**config.mk**
```make
export PLATFORM = sky130hd
export DESIGN_NAME = rob_ram
export DESIGN_NICKNAME = d
export VERILOG_FILES = /design/src/rtl/rob_ram.sv
export SDC_FILE = /design/constraint.sdc
export NUM_CORES = 1
export LEC_CHECK = 0
export ABC_CLOCK_PERIOD_IN_PS = 2800
export BUFFER_PORTS_ARGS = -buffer_cell sky130_fd_sc_hd__buf_2
export CAP_MARGIN = 5
export CORE_MARGIN = 2
export CORE_UTILIZATION = 50
export DETAILED_ROUTE_END_ITERATION = 16
export GPL_ROUTABILITY_DRIVEN = 0
export GPL_TIMING_DRIVEN = 0
export HOLD_SLACK_MARGIN = 0.15
export PLACE_DENSITY = 0.67
export SYNTH_ARGS = -nofsm -noshare
export SYNTH_HDL_FRONTEND = slang
export SYNTH_SLANG_ARGS = --single-unit
```
**constraint.sdc**
```tcl
create_clock -name i_clk -period 2.8 [get_ports i_clk]
set_clock_uncertainty 0.1 [all_clocks]
set_input_delay 0.56 -clock i_clk [delete_from_list [all_inputs] [get_ports i_clk]]
set_output_delay 0.56 -clock i_clk [all_outputs]
set_load 0.1 [all_outputs]
```
**src/rtl/rob_ram.sv**
```systemverilog
// Generic simple dual-port RAM with one write port and a registered read port.
module rob_ram #(
    parameter int WIDTH = 8,
    parameter int DEPTH = 16
) (
    input  logic                     i_clk,
    input  logic                     i_we,
    input  logic [$clog2(DEPTH)-1:0] i_waddr,
    input  logic [WIDTH-1:0]         i_wdata,
    input  logic                     i_re,
    input  logic [$clog2(DEPTH)-1:0] i_raddr,
    output logic [WIDTH-1:0]         o_rdata
);
    logic [WIDTH-1:0] r_mem [DEPTH];
    logic [WIDTH-1:0] r_rdata;

    // Write port
    always_ff @(posedge i_clk) begin
        if (i_we) begin
            r_mem[i_waddr] <= i_wdata;
        end
    end

    // Registered read, hold data while not reading
    always_ff @(posedge i_clk) begin
        if (i_re) begin
            r_rdata <= r_mem[i_raddr];
        end
    end

    assign o_rdata = r_rdata;
endmodule

```
# Yosys cells after proc, flatten, opt, wreduce, memory -nomap -nowiden
# Memory sizes are Yosys's and may differ from the RTL's. A register that Yosys moved wholly into a read port is not among the register bits.
# Index checks and enable logic that the tools add are counted.
# totals
out_inout_bits,8
input_bits,19
latchBits,0
regBits,0
mem_count,1
mem_bits_rw,128
elab_cells,3
rom_bits,0
# op_classes
addsub,0
n_div,0
n_mul,0
reduce_logical,0
n_eq_ne,0
n_mux,2
order_cmp,0
n_shift,0
bitwise_logic,0
# mem_list
name,depth,width,read_ports,rd_ports_with_merged_regs,wr,line,rtl
r_mem,16,8,1,1,1,14,logic [WIDTH-1:0] r_mem [DEPTH];
# ops
operator,n
$mux W1,2

# Depth between registers and ports, before layout
# logic_depth
ltp_word,2
depth_mapped,5
depth_no_buf,3

# Worst setup path after synthesis
# Ideal clock, no wire load.
# synth_timing
kind,input -> register
startpoint,in i_waddr[2]
endpoint,mem r_mem[0][0] (enable)
t_arrival_ps,1670
required_ps,2317
n_path_buf,0
path_slack_ps,647
setup_time_ps,383
path_stages,2
cell_sequence,or3b_2 nor3_1
# synth_rtl
item,line,rtl
from (decl),8,"input logic [$clog2(DEPTH)-1:0] i_waddr,"
to (decl),14,
# No word-level cell before the write port.

# Worst setup path after layout
# layout_timing
startpoint,"reg r_rdata[7], in the netlist o_rdata[7] (read register of r_mem)"
endpoint,out o_rdata[7]
# layout_rtl
item,line,rtl
from (decl),15,logic [WIDTH-1:0] r_rdata;
to (decl),12,output logic [WIDTH-1:0] o_rdata
# No word-level cell between the ends.

==> results by group <==
Power and ir drop
  – Power per cell area: 785 mW/mm^2
  – P_sw: 997 uW
  – Reg power frac: 0.479
  – Int Power: about 3.8 mW
  – Power Total: 4.81 mW
  – Comb power frac: 0.059
  – Switching share of power: 0.207
  – Peak supply drop: 0.352 mV
  – Static leakage: approximately 2.0 nW
  – Clock share of power: 0.462

STA
  – Final hold viol count: 0
  – Endpoints failing setup: 0
  – Fin Hold WS: 293 ps
  – Max Clk Rate: around 0.52 GHz
  – Final Slew Violations: 0
  – Setup_tns: 0 ps
  – Worst relative slew slack: 0.167
  – Final min period: between 1500 and 2000 ps
  – Tcrit/Tclk final: 0.689
  – Least-Margin Pin Slew: between 1000 and 1500 ps
  – RSZ-0062 raised after global routing: no

Synth
  – Mapped Area: 0.00523 sq mm
  – Seq/Total Area, Yosys: 0.781
  – Avg Cell Area, Syn: 22.8 sq um
  – Synth warnings: 0
  – Mapped Cells: approximately 230
  – Distinct cell type count after synthesis: 18
  – Synth Register Bits: 136
  – Syn nets: ~250

Setup path
  – Worst EP arrival: between 1000 and 1500 ps
  – Crit path capture: o_rdata[7]
  – Worst Path Buf+Inv: 1
  – Worst-path fanout max: 1
  – R2r worst-path depth: 3
  – Setup crit end kind: output port
  – Crit start category: flip-flop
  – CP delay by family, top: buffers and inverters
  – Cell Chain, Critical Path: buf_2
  – Critical Path Stages: 1
  – Crit Reg-Reg Endpoint: o_rdata[0]
  – Reg2reg setup slack: between 1000 and 1500 ps
  – Slowest-stage cell, CP: buf_2
  – Worst path max stage delay: 420 ps
  – Req. time, crit path: between 2000 and 2500 ps
  – Worst Setup SP: o_rdata[7]
  – Critical path type: flip-flop to output port
  – Worst r2r src: r_mem[1][0]

Detailed routing
  – Avg Vias per Cell: 5.73
  – Final WL: about 10 mm
  – DR vias: 2419
  – DRT iter0 DRCs: between 150 and 200
  – WL/cell: 23.1 microns
  – First drt pass iteration count: 5
  – DRC Markers: 0
  – Final ANT Viol Nets: 0

Clock tree
  – CTS tree: built
  – CTS resizes: 0
  – # Post-CTS Setup Buffers: 0
  – Clock latency on the worst-skew pair: 520 ps
  – H-tree depth: 4
  – CTS Sinks: 136
  – Clock root cell: clkbuf_8
  – Bufs on Longest Clock Path: 2
  – CTS Buf Count: 17
  – Clk pin slew, worst setup/hold paths: 60 ps
  – Hold_buf cts: 0

Placement
  – IO Port Bufs: 25
  – DPL Wire Length: 6.05 mm
  – Post-DP Area: 0.00552 sq mm
  – Post-Place Cells: 390

Layout
  – Finished Cell Area: 0.00613 sq mm
  – Post-Layout Cell Count: ~420
  – Fraction of layout cells with a size suffix above 1: 0.297
  – Final #Nets: 292
  – Syn-to-layout area delta: 17.2%
  – # diodes: 0

Flow run
  – Max Cap Viol: 0

GRT
  – Grt met1 use: 0.256
  – Met3 global-route usage: 0.0613
  – Grt ovf: 0
  – GRT Resource Usage Total: 0.193
  – First-pass GRT wire length: 14.9 mm
  – Largest net degree at the start of global routing: 17
  – Gr busiest metal: met2
  – Met2 Usage GRT: 0.293
  – Initial antenna violation count: 0
  – Vias in the first global route: ~2600

Die
  – Io pins: 27
  – Die ar.: 0.0113 sq mm
  – Chip height: 106 microns
  – Overall die width: 106 microns
  – Initial Util: 0.511
  – Core region area: 0.0102 sq mm
  – Row cnt: 37

Outcome
  – Outcome: complete, no violations

Hold path
  – Worst Hold Class: input port to flip-flop
Yosys cell counts:
| cell type | number | area, sq um |
|---|---|---|
| edfxtp_1 | 136 | 4080 |
| mux4_2 | 18 | 405 |
| a22oi_1 | 16 | 120 |
| mux4_1 | 14 | 368 |
| nor2_1 | 13 | 48.8 |
| nand2_1 | 9 | 33.8 |
| nor3_1 | 4 | 20.0 |
| buf_2 | 3 | 15.0 |
| buf_6 | 3 | 33.8 |
| clkdlybuf4s25_2 | 3 | 30.0 |
| nand2b_1 | 2 | 12.5 |
| nand3b_1 | 2 | 15.0 |
| and2_1 | 1 | 6.26 |
| and2b_1 | 1 | 7.51 |
| buf_4 | 1 | 7.51 |
| nand3_1 | 1 | 5.00 |
| nor2b_1 | 1 | 6.26 |
| or3b_2 | 1 | 8.76 |
logic make-up after synthesis:
family                 synth area share
AOI/OAI and AO/OA                0.0230
buffers and inverters            0.0165
DFF                               0.781
and+or+nand+nor                  0.0314
muxes                             0.148
flip-flops by register name, summed over array words and instances (netlist names):
register	count
r_mem	128
o_rdata	8
metrics by stage:
step	utilization	setup slack, ps
after detailed placement	0.540	30.7
after CTS	0.598	539
after global placement	0.540	67.1
after global routing	0.599	815
final	0.599	872
after floorplan	-	647
how the worst min path moves through the flow:
stage,startpoint,to,slack (ps),cells past startpoint
after global placement,r_mem[8][4],o_rdata[4],640,3
after global routing,i_re,o_rdata[5],280,1
final,i_re,o_rdata[7],290,1
after detailed placement,r_mem[8][1],o_rdata[1],650,3
after floorplan,i_wdata[0],r_mem[0][0],560,0
after CTS,i_re,o_rdata[3],270,1
routing by layer:
layer	vias to the layer above	wire, microns
met2	79	4830
met3	10	476
li1	1068	-
met5	-	0
met4	0	140
met1	1262	4310
area by class of cell:
| type | count | area, sq um |
|---|---|---|
| fillers | 725 | 4100 |
| clock buffers | 18 | 418 |
| flip-flops and latches | 136 | 4080 |
| repair buffers | 25 | 125 |
| clock inverters | 14 | 181 |
| multi-input cells | 83 | 1060 |
| plain buffers | 10 | 86.3 |
| well taps | 136 | 170 |
placed cells by master (no fill, tap or decap):
| master | count |
|---|---|
| buf_6 | 3 |
| clkbuf_8 | 1 |
| a22oi_1 | 16 |
| nor2_1 | 13 |
| nor2b_1 | 1 |
| nand2b_1 | 2 |
| clkinv_1 | 1 |
| and2b_1 | 1 |
| clkdlybuf4s25_2 | 3 |
| buf_2 | 28 |
| or3b_2 | 1 |
| nand3_1 | 1 |
| mux4_2 | 18 |
| clkinvlp_4 | 5 |
| clkbuf_1 | 1 |
| nand3b_1 | 2 |
| nand2_1 | 9 |
| clkbuf_16 | 16 |
| clkinv_2 | 4 |
| mux4_1 | 14 |
| and2_1 | 1 |
| nor3_1 | 3 |
| buf_4 | 1 |
| edfxtp_1 | 136 |
| bufinv_16 | 4 |
| nor3_2 | 1 |
power by group through the flow:
stage	clock network [mW]	registers [mW]	logic [mW]
CTS	2.26	2.31	0.288
detailed placement	0	2.35	0.285
floorplan	0	2.42	0.116
global placement	0	2.34	0.281
finish	2.22	2.30	0.284
global route	2.34	2.31	0.303
(Power assumes the default switching activity.)
